--- src/design/htsd_pkg.sv ---
// Shared types and constants for the tree-table stream decoder.
// Used by htsd_ctrl, htsd_datapath and huffman_tree_stream_decoder; no dependencies.
package htsd_pkg;

  // Size of the tree table store and the widths that follow from it.
  localparam int TREE_BYTES = 512;
  localparam int TREE_AW    = $clog2(TREE_BYTES);
  // A child index can reach the node index plus 2 + 2*63 + 1.
  localparam int CHILD_W    = $clog2(TREE_BYTES + 130);
  // The tree length is 2*(b+1) for a header byte b, so at most 512.
  localparam int LEN_W      = 10;

  // Magic bytes of the header.
  localparam logic [7:0] MAGIC_NIBBLE = 8'h24;
  localparam logic [7:0] MAGIC_BYTE   = 8'h28;

  // Fields of a tree node entry: child offset in bits 5..0, leaf flags above.
  localparam int OFFSET_W      = 6;
  localparam int LEAF_ONE_BIT  = 6;
  localparam int LEAF_ZERO_BIT = 7;

  // Error codes reported on the result channel.
  typedef enum logic [1:0] {
    ERR_HEADER = 2'd0,
    ERR_CHILD  = 2'd1,
    ERR_EARLY  = 2'd2
  } err_kind_t;

  // Commands from the controller to the datapath.
  typedef struct packed {
    logic      take;      // latch the accepted input request
    logic      byte_op;   // run the parsing step of the latched byte
    logic      rd_entry;  // read the entry of the current node
    logic      rd_sym;    // read the leaf symbol at the child index
    logic      descend;   // move to the inner child and drop one code bit
    logic      leaf;      // consume the symbol and drop one code bit
    logic      fail;      // post an error result and stop decoding the file
    err_kind_t fail_kind;
    logic      clear;     // end of file: return the file state but the tree store to reset
  } cmd_t;

  // Status from the datapath to the controller.
  typedef struct packed {
    logic hdr_fail;    // the latched byte makes the header invalid
    logic word_full;   // the latched byte completes a code word
    logic child_oob;   // the child of this step lies outside the tree
    logic is_leaf;     // the child of this step is a leaf
    logic emit;        // consuming the symbol produces an output byte
    logic leaf_done;   // consuming the symbol finishes the file
    logic bit_last;    // the current code bit is the last of the word
    logic phase_done;  // decoding of this file has ended
    logic last_byte;   // the latched byte closes the file
    logic out_free;    // the output register can take a result this cycle
  } sts_t;

endpackage

--- src/design/htsd_ctrl.sv ---
// Controller state machine of the tree-table stream decoder.
// Depends on htsd_pkg for the command and status structs.
module htsd_ctrl import htsd_pkg::*; (
  input  logic clk,
  input  logic rst_n,
  input  logic in_valid,
  output logic in_ready,
  input  sts_t sts,
  output cmd_t cmd
);

  typedef enum logic [2:0] {
    C_IDLE,
    C_BYTE,
    C_ENTRY,
    C_STEP,
    C_LEAF,
    C_FIN
  } ctrl_state_t;

  ctrl_state_t state_r;
  ctrl_state_t state_nxt;
  ctrl_state_t exit_state;

  assign in_ready   = (state_r == C_IDLE);
  // After a byte's work, a closing byte still needs its end-of-file pass.
  assign exit_state = sts.last_byte ? C_FIN : C_IDLE;

  // Next state and commands.
  always_comb begin
    cmd       = '0;
    cmd.fail_kind = ERR_HEADER;
    state_nxt = state_r;
    case (state_r)
      C_IDLE: begin
        if (in_valid) begin
          cmd.take  = 1'b1;
          state_nxt = C_BYTE;
        end
      end
      C_BYTE: begin
        if (sts.hdr_fail) begin
          if (sts.out_free) begin
            cmd.fail      = 1'b1;
            cmd.fail_kind = ERR_HEADER;
            state_nxt     = exit_state;
          end
        end else begin
          cmd.byte_op = 1'b1;
          state_nxt   = sts.word_full ? C_ENTRY : exit_state;
        end
      end
      C_ENTRY: begin
        cmd.rd_entry = 1'b1;
        state_nxt    = C_STEP;
      end
      C_STEP: begin
        if (sts.child_oob) begin
          if (sts.out_free) begin
            cmd.fail      = 1'b1;
            cmd.fail_kind = ERR_CHILD;
            state_nxt     = exit_state;
          end
        end else if (sts.is_leaf) begin
          cmd.rd_sym = 1'b1;
          state_nxt  = C_LEAF;
        end else begin
          cmd.descend = 1'b1;
          state_nxt   = sts.bit_last ? exit_state : C_ENTRY;
        end
      end
      C_LEAF: begin
        if (!sts.emit || sts.out_free) begin
          cmd.leaf = 1'b1;
          if (sts.leaf_done || sts.bit_last) begin
            state_nxt = exit_state;
          end else begin
            state_nxt = C_ENTRY;
          end
        end
      end
      C_FIN: begin
        if (sts.phase_done) begin
          cmd.clear = 1'b1;
          state_nxt = C_IDLE;
        end else if (sts.out_free) begin
          cmd.fail      = 1'b1;
          cmd.fail_kind = ERR_EARLY;
          cmd.clear     = 1'b1;
          state_nxt     = C_IDLE;
        end
      end
      default: begin
        state_nxt = C_IDLE;
      end
    endcase
  end

  // State register.
  always_ff @(posedge clk) begin
    if (!rst_n) begin
      state_r <= C_IDLE;
    end else begin
      state_r <= state_nxt;
    end
  end

endmodule

--- config.mk ---
export PLATFORM = sky130hd
export DESIGN_NAME = htsd_ctrl
export DESIGN_NICKNAME = d
export VERILOG_FILES = /design/src/design/htsd_pkg.sv /design/src/design/htsd_ctrl.sv
export SDC_FILE = /design/constraint.sdc
export NUM_CORES = 1
export LEC_CHECK = 0
export BUFFER_PORTS_ARGS = -buffer_cell sky130_fd_sc_hd__buf_4
export CORE_AREA = 2 2 39 41
export CTS_CLUSTER_DIAMETER = 120
export DETAILED_ROUTE_END_ITERATION = 12
export DIE_AREA = 0 0 41 43
export PLACE_DENSITY = 0.68
export RECOVER_POWER = 25
export SYNTH_ARGS = -nofsm -noshare
export SYNTH_HDL_FRONTEND = slang
export SYNTH_SLANG_ARGS = --single-unit
--- constraint.sdc ---
create_clock -name clk -period 1.2 [get_ports clk]
set_input_delay 0.12 -clock clk [delete_from_list [all_inputs] [get_ports clk]]
set_output_delay 0.12 -clock clk [all_outputs]
set_load 0.02 [all_outputs]
Word level (Yosys, flattened, before mapping)
Cells that the tools add are included.
{"block": "word_totals", "out_inout_bits": 11, "wordCells": 47, "register_bits": 3, "in_bits": 13}
{"block": "op_classes", "mux": 33, "eq_ne": 8, "n_reduce_logical": 5}
{"op": "$mux W3", "count": 17}
{"op": "$pmux W3 S6", "count": 1}
{"op": "$mux W1", "count": 11}
{"op": "$pmux W3 S3", "count": 1}
{"op": "$eq A3 B2 Y1 const B", "count": 2}
{"op": "$eq A3 B3 Y1 const B", "count": 2}
{"op": "$mux W2", "count": 2}
{"op": "$mux W4", "count": 1}
{"op": "$ne A2 B2 Y1 const B", "count": 2}
{"op": "$eq A3 B1 Y1 const B", "count": 1}
{"op": "$logic_not A3 Y1", "count": 1}
{"op": "$ne A3 B3 Y1 const B", "count": 1}
{"op": "$reduce_and A3 Y1", "count": 1}
{"op": "$logic_or A1 B1 Y1", "count": 2}
{"op": "$logic_not A1 Y1", "count": 1}

Logic depth before layout (Yosys ltp)
Gate-level depths: netlist of the first run.
{"block": "logic_depth", "word_depth": 5, "mapped_depth": 5, "depth_no_buf": 4}

Least setup slack after synthesis of the first run
Ideal clock, no wire load.
{"block": "synth_timing", "kind": "register to output", "startpoint": "register state_r[0]", "endpoint": "output port cmd[3] (netlist name)", "arrival_ps": 1451, "path_buffers": 1, "slack_ps": -371, "path_stages_with_launch": 5, "required_time_ps": 1080, "cell_sequence": "dfxtp_1 buf_4 nand3b_1 nor3_1 or2_1"}
{"item": "start: declaration", "line_no": "htsd_ctrl.sv:21", "rtl": "ctrl_state_t state_r;"}
{"item": "start signal: assignment", "line_no": "htsd_ctrl.sv:104", "rtl": "state_r <= state_nxt;"}
{"item": "end: declaration", "line_no": "htsd_ctrl.sv:9", "rtl": "output cmd_t cmd"}

==> reports/metrics.cfg, run 1 <==
[setup_path]
critical_path_buf_inv_count=2
crit_path_max_incr_delay_ns=0.39
worst-endpoint-required_ns=1.08
worst-setup-path-type=reg2out
crit_path_frequent_cell=buf_6
r2r-end=state_r[0]
cp-start-kind=flip-flop
cp_data_arrival_time_ns=1.33
r2r_start=state_r[2]
worst-r2r-cell-count=4
critical-path-top-delay-family=simple AND/OR/NAND/NOR gates
path_max_fanout=7
crit_slowest_cell=dfxtp_4
endpoint_kind=primary output
cp_cell_sequence=buf_6, nand3b_1, nor3_4, or2_4, buf_6
regToRegSetupSlack_ns=-0.25

[clocking]
cts.sinks=3
clkLatencyLatePin_ns=0.24
root_buffer=clkbuf_4
cts.clk_slew.worst_paths_ns=0.05
h-tree-depth=1
clock_path_buffers=2
cts_made_buffers=3
cts_tree=yes

[die]
dieArea_um2=1763
ios=24
core_area_um2=1384
start_util_pct=32.82
die_x_um=41
die_h_um=43
core.rowCount=14

[sta]
clock_skew_ns=0.007439
final-hold-violation-count=0
min_period_ns=1.445
final.setup.worst_slack_ns=-0.2453
tns_ns=-2.491
drv_slew=0
fmax_mhz=691.9
slew_headroom_pct=64.29
tightest_slew_ns=0.5290
min_period_over_period_pct=120.4
setup_viol=14
rsz0062_at_grt=yes

[global_route]
grt_pass1_wl_um=2746
grt_pass1_vias=624
grt.overflow.total=0
grt_use_total_pct=22.24
antenna_found_initial=0
grt_max_degree=11

[power_and_ir_drop]
clkPwrFrac_pct=29.3
netSwitchingFraction_pct=37.55
leakagePower_nw=0.4300
design_power_total_uw=647.7
p_int_uw=404.5
ir_worst_vdd_mv=0.3045
p_seq_share_pct=19.1
p_sw_uw=243.2
pwr-share-comb_pct=51.6
p_per_area_nw_per_um2=641.5

[cells_and_area]
area_growth_pct=122.3
largest_reg_flops=3
diodes=0
largest_register=state_r
drive_gt1_share_pct=69.23
fillers=108
top_regs=state_r: 3 flops
design_area_um2=1010
final_nets=118
layout.cells.non_filler=120

[hold_path]
hold-path-endpoint=state_r[2]
hp-start=sts[1]
hp-class=in2reg
hold_depth=3

[outcome]
failed_checks=negative setup slack
outcome=finished, violations left

[placed_design]
dp_hpwl_um=1139
routabilityCongestion=0.9181
port_buffers=23
postPlaceCellArea_um2=724.4
pre_cts_ws_ns=-0.2618
placed_cells=109

[route]
dr.pass1.iters=4
drt_wl_total_um=1782
drc=0
drt_iter0_markers=26
vias=655
ant_nets=0
vias_per_cell=5.458
wl_per_cell_um=14.85

[synth]
yosysWarningCount=0
synthCells=65
synth_area_leaders=dfxtp_1 (13%), nor3_1 (7.7%), a21oi_1 (5.5%)
yosysTopAreaCellShare_pct=13.22
synth_top_cell_by_area=dfxtp_1
avgSynthCellArea_um2=6.987
postSynthRegisterBits=3
syn-num-nets=78
syn_area_um2=454.2
ys_seq_area_share_pct=13.22
synthDistinctLibCells=32

[run]
drv_cap=0

through the flow:
step | utilization, % | hold WS (ns)
6_report | 72.97 | 0.1990
5_1_grt | 72.97 | 0.1977
4_1_cts | 67.72 | 0.1698
3_5_place_dp | 52.35 | 0.4208
3_3_place_gp | 52.35 | 0.4203
2_1_floorplan | - | 0.2720
cells in the final DEF, fill, tap and decap left out, drive strengths merged:
master,count
a211oi,1
a21oi,5
a221oi,1
a311oi,1
a31oi,3
and2,1
and2b,1
and3,1
buf,40
clkbuf,4
dfxtp,3
inv,2
mux2i,1
nand2,4
nand2b,3
nand3,1
nand3b,3
nor2,6
nor2b,3
nor3,7
nor3b,2
nor4b,1
o211ai,1
o21ai,3
o311ai,1
o32ai,1
or2,2
or3b,1
or4,1
worst reg2reg max path, delay by kind of cell (launching register included):
| family | cells | cell delay [ns] |
|---|---|---|
| compound gates | 3 | 0.52 |
| flops | 1 | 0.39 |
| simple gates | 1 | 0.43 |
cells by family after synthesis:
logic type	synth area share [%]
simple gates	50.96
compound gates	25.62
buf+inv	7.988
flops	13.22
mux	2.204
synth_stat cells, drive strengths merged:
cell,number
nand3b,3
and2,1
a311oi,1
and3,1
nor3,7
nand3,1
a221oi,1
or3b,1
nand2,4
nor4b,1
and2b,1
a21oi,5
mux2i,1
o21ai,3
a31oi,3
a211oi,1
nor2b,3
inv,2
nor3b,2
or4,1
or2,2
nand2b,3
o32ai,1
dfxtp,3
clkbuf,1
nor2,6
o311ai,1
buf,4
o211ai,1
layout make-up:
| type | instances | area [µm²] | share of cell area (%) |
|---|---|---|---|
| Clock buffer | 4 | 26.28 | 2.602 |
| Inverter | 2 | 7.507 | 0.7435 |
| Multi-Input combinational cell | 55 | 526.8 | 52.17 |
| Sequential cell | 3 | 71.32 | 7.063 |
| Tap cell | 16 | 20.02 | 1.983 |
| Timing Repair Buffer | 40 | 357.8 | 35.44 |
repair_timing:
action / 4_1_cts / 5_1_grt
endpoints found under the hold margin: 0 / 0
setup buffers: 6 / 1
resized for setup: 31 / 13
hold buffers: 0 / 0
setup endpoints to repair: 14 / 14
pin swaps: 11 / 0
routing by layer:
metal	up-vias	global-route usage [%]	share of wire (%)
li1	319	-	-
met1	294	27.16	38
met2	40	36.25	53
met3	2	3.665	6.6
met4	0	9.333	1.7
met5	-	0	0
power groups by stage:
stage / Sequential, mW / Combinational, mW / Clock [mW]
6_report: 0.123 / 0.334 / 0.190
5_1_grt: 0.124 / 0.356 / 0.206
4_1_cts: 0.122 / 0.309 / 0.181
3_5_place_dp: 0.124 / 0.240 / 0
3_3_place_gp: 0.125 / 0.237 / 0
2_1_floorplan: 0.115 / 0.139 / 0
how the worst max path moves through the flow:
stage / start / end / slack (ns) / cells past startpoint
finish: state_r[2] / cmd[3] / -0.25 / 5
global route: state_r[2] / cmd[3] / -0.33 / 5
CTS: state_r[2] / cmd[7] / -0.22 / 5
detailed placement: state_r[1] / state_r[0] / -0.26 / 4
global placement: state_r[2] / state_r[0] / -0.20 / 4
floorplan: state_r[0] / cmd[3] / -0.08 / 4
(Power assumes the default switching activity.)
==> inputs of run 2 (changes only) <==
--- a/config.mk
+++ b/config.mk
@@ -6,11 +6,13 @@
 export NUM_CORES = 1
 export LEC_CHECK = 0
 export BUFFER_PORTS_ARGS = -buffer_cell sky130_fd_sc_hd__buf_4
-export CORE_AREA = 2 2 39 41
+export CELL_PAD_IN_SITES_DETAIL_PLACEMENT = 1
+export CELL_PAD_IN_SITES_GLOBAL_PLACEMENT = 1
+export CORE_MARGIN = 1
+export CORE_UTILIZATION = 25
 export CTS_CLUSTER_DIAMETER = 120
 export DETAILED_ROUTE_END_ITERATION = 12
-export DIE_AREA = 0 0 41 43
-export PLACE_DENSITY = 0.68
+export PLACE_DENSITY = 0.73
 export RECOVER_POWER = 25
 export SYNTH_ARGS = -nofsm -noshare
 export SYNTH_HDL_FRONTEND = slang
==> run 2 against run 1 <==
Total power shrank 1.9%. Non-clock buffer count is the same. Count of clock-buffer cells in the layout is the same. The run still ends with negative setup slack left. Critical path depth shrank 2. Sequential power is essentially flat.
==> reports/metrics.cfg, run 2 (synthesis results as in run 1) <==
[route]
vias=662  ; +1.1%
drt_wl_total_um=1947  ; +9.3%
dr.pass1.iters=4  ; unchanged
ant_nets=0  ; unchanged
wl_per_cell_um=15.09  ; +1.6%
drc=0  ; unchanged
drt_iter0_markers=5  ; -81%
vias_per_cell=5.132  ; -6.0%

[clocking]
cts_made_buffers=3  ; unchanged
cts_tree=yes
h-tree-depth=1  ; unchanged
root_buffer=clkbuf_4
cts.clk_slew.worst_paths_ns=0.05  ; about the same
clkLatencyLatePin_ns=0.27  ; +0.03 ns
clock_path_buffers=2  ; unchanged
cts.sinks=3  ; unchanged

[placed_design]
dp_hpwl_um=1305  ; +15%
routabilityCongestion=0.8549  ; -6.9%
port_buffers=23  ; unchanged
pre_cts_ws_ns=-0.2336  ; +0.02822 ns

[sta]
slew_headroom_pct=63.34  ; -0.94 points
drv_slew=0  ; unchanged
tightest_slew_ns=0.5429  ; +0.01395 ns
clock_skew_ns=0.01732  ; +0.009879 ns
fmax_mhz=668.4  ; -3.4%
rsz0062_at_grt=yes
final-hold-violation-count=0  ; unchanged
holdWs_ns=0.1523  ; -0.04671 ns
setup_viol=14  ; unchanged
final.setup.worst_slack_ns=-0.2961  ; -0.05081 ns
min_period_over_period_pct=124.7  ; +4.2 points
min_period_ns=1.496  ; +0.05081 ns

[setup_path]
endpoint_kind=primary output
regToRegSetupSlack_ns=-0.25  ; about the same
worst-endpoint-required_ns=1.08  ; about the same
r2r_start=state_r[1]
path_max_fanout=9  ; +2
cp_data_arrival_time_ns=1.38  ; +0.05 ns
worst-setup-path-type=reg2out
worst-r2r-cell-count=4  ; unchanged
cp-start-kind=flip-flop
r2r-end=state_r[0]

[cells_and_area]
layout_commonest_cell=buf_4
area_growth_pct=102.5
multi_input_area_um2=447.9  ; -15%
final_nets=118  ; unchanged
seqCellArea_um2=68.82  ; -3.5%
drive_gt1_share_pct=64.42  ; -4.8 points
diodes=0  ; unchanged
finish.utilization_pct=53.85  ; -19 points
largest_register=state_r
mostFrequentLayoutCells=buf_4 (30), buf_6 (10), nor3_2 (6)
fillers=217  ; +100%
largest_reg_flops=3  ; unchanged
top_regs=state_r: 3 flops

[outcome]
outcome=finished, violations left
failed_checks=negative setup slack

[die]
die_x_um=44.63  ; +8.8%
core.rowCount=15  ; +1
dieArea_um2=1991  ; +13%
die_h_um=44.63  ; +3.8%
ios=24  ; unchanged
core_area_um2=1708  ; +23%
start_util_pct=26.59  ; -6.2 points

[hold_path]
hp-class=in2reg
hold_depth=3  ; unchanged
hold-path-endpoint=state_r[1]
hp-start=rst_n

[global_route]
grt_use_total_pct=19.55  ; -2.7 points
grt.overflow.total=0  ; unchanged
antenna_found_initial=0  ; unchanged
grt_max_degree=11  ; unchanged
grt_pass1_wl_um=2822  ; +2.8%
grt_pass1_vias=632  ; +1.3%

[power_and_ir_drop]
ir_worst_vdd_mv=0.3894  ; +28%
leakagePower_nw=0.4210  ; -2.1%
p_per_area_nw_per_um2=691.0  ; +7.7%

[run]
drv_cap=0  ; unchanged

==> run 2: cell count changes in the layout (fill, tap and decap cells not counted), moves of 3 or more <==
cell / delta
nor3_4: -3
nor2_4: -3
nor3_2: +4
buf_4: +3
==> run 2: cell type report <==
class / instances / area share, %
sequential: 3 / 7.483
multi-input combinational: 55 / 48.71
tap: 25 / 3.401
clock buffer: 4 / 2.857
inverter: 2 / 0.8163
timing repair buffer: 40 / 36.73
==> run 2: how the worst max path moves through the flow <==
stage,slack [ns],to,from
floorplan,-0.08,cmd[3],state_r[0]
global placement,-0.19,state_r[0],state_r[1]
detailed placement,-0.23,state_r[0],state_r[1]
CTS,-0.23,cmd[4],state_r[1]
global route,-0.32,cmd[4],state_r[1]
finish,-0.30,cmd[4],state_r[1]
==> run 2: critical path, stage by stage (launching register included) <==
cell,delay (ns)
dfxtp_4,0.38
or3b_4,0.44
a21oi_2,0.14
buf_4,0.15
==> run 2: timing repair <==
action	4_1_cts	5_1_grt
hold endpoints to repair	0	0
buffers inserted	5	1
hold buffers	0	0
gates resized for setup	17	11
endpoints found under the setup margin	13	14
pin swaps	3	2
==> run 2: power by group <==
part,switching (mW),internal [mW]
sequential,0.0150,0.107
clock,0.0855,0.127
combinational,0.147,0.154
==> run 2: layer usage <==
layer | up-vias | wire [µm] | GRT usage (%)
met1 | 318 | 823 | 22.82
met4 | 0 | 25 | 3.636
li1 | 318 | - | -
met5 | - | 0 | 0
met2 | 23 | 1018 | 36.76
met3 | 3 | 80 | 3.673
==> run 2: through the flow <==
stage / area (µm²) / instances / total power [mW] / TNS, ns
final: 919.6 / 129 / 0.6355 / -2.551
after global routing: 919.6 / 129 / 0.6710 / -3.208
after CTS: 864.6 / 128 / 0.5758 / -2.028
after detailed placement: 743.2 / 119 / 0.3709 / -1.117
after global placement: 743.2 / 119 / 0.3668 / -0.8391
after floorplan: 488.0 / 65 / 0.2541 / -0.2191
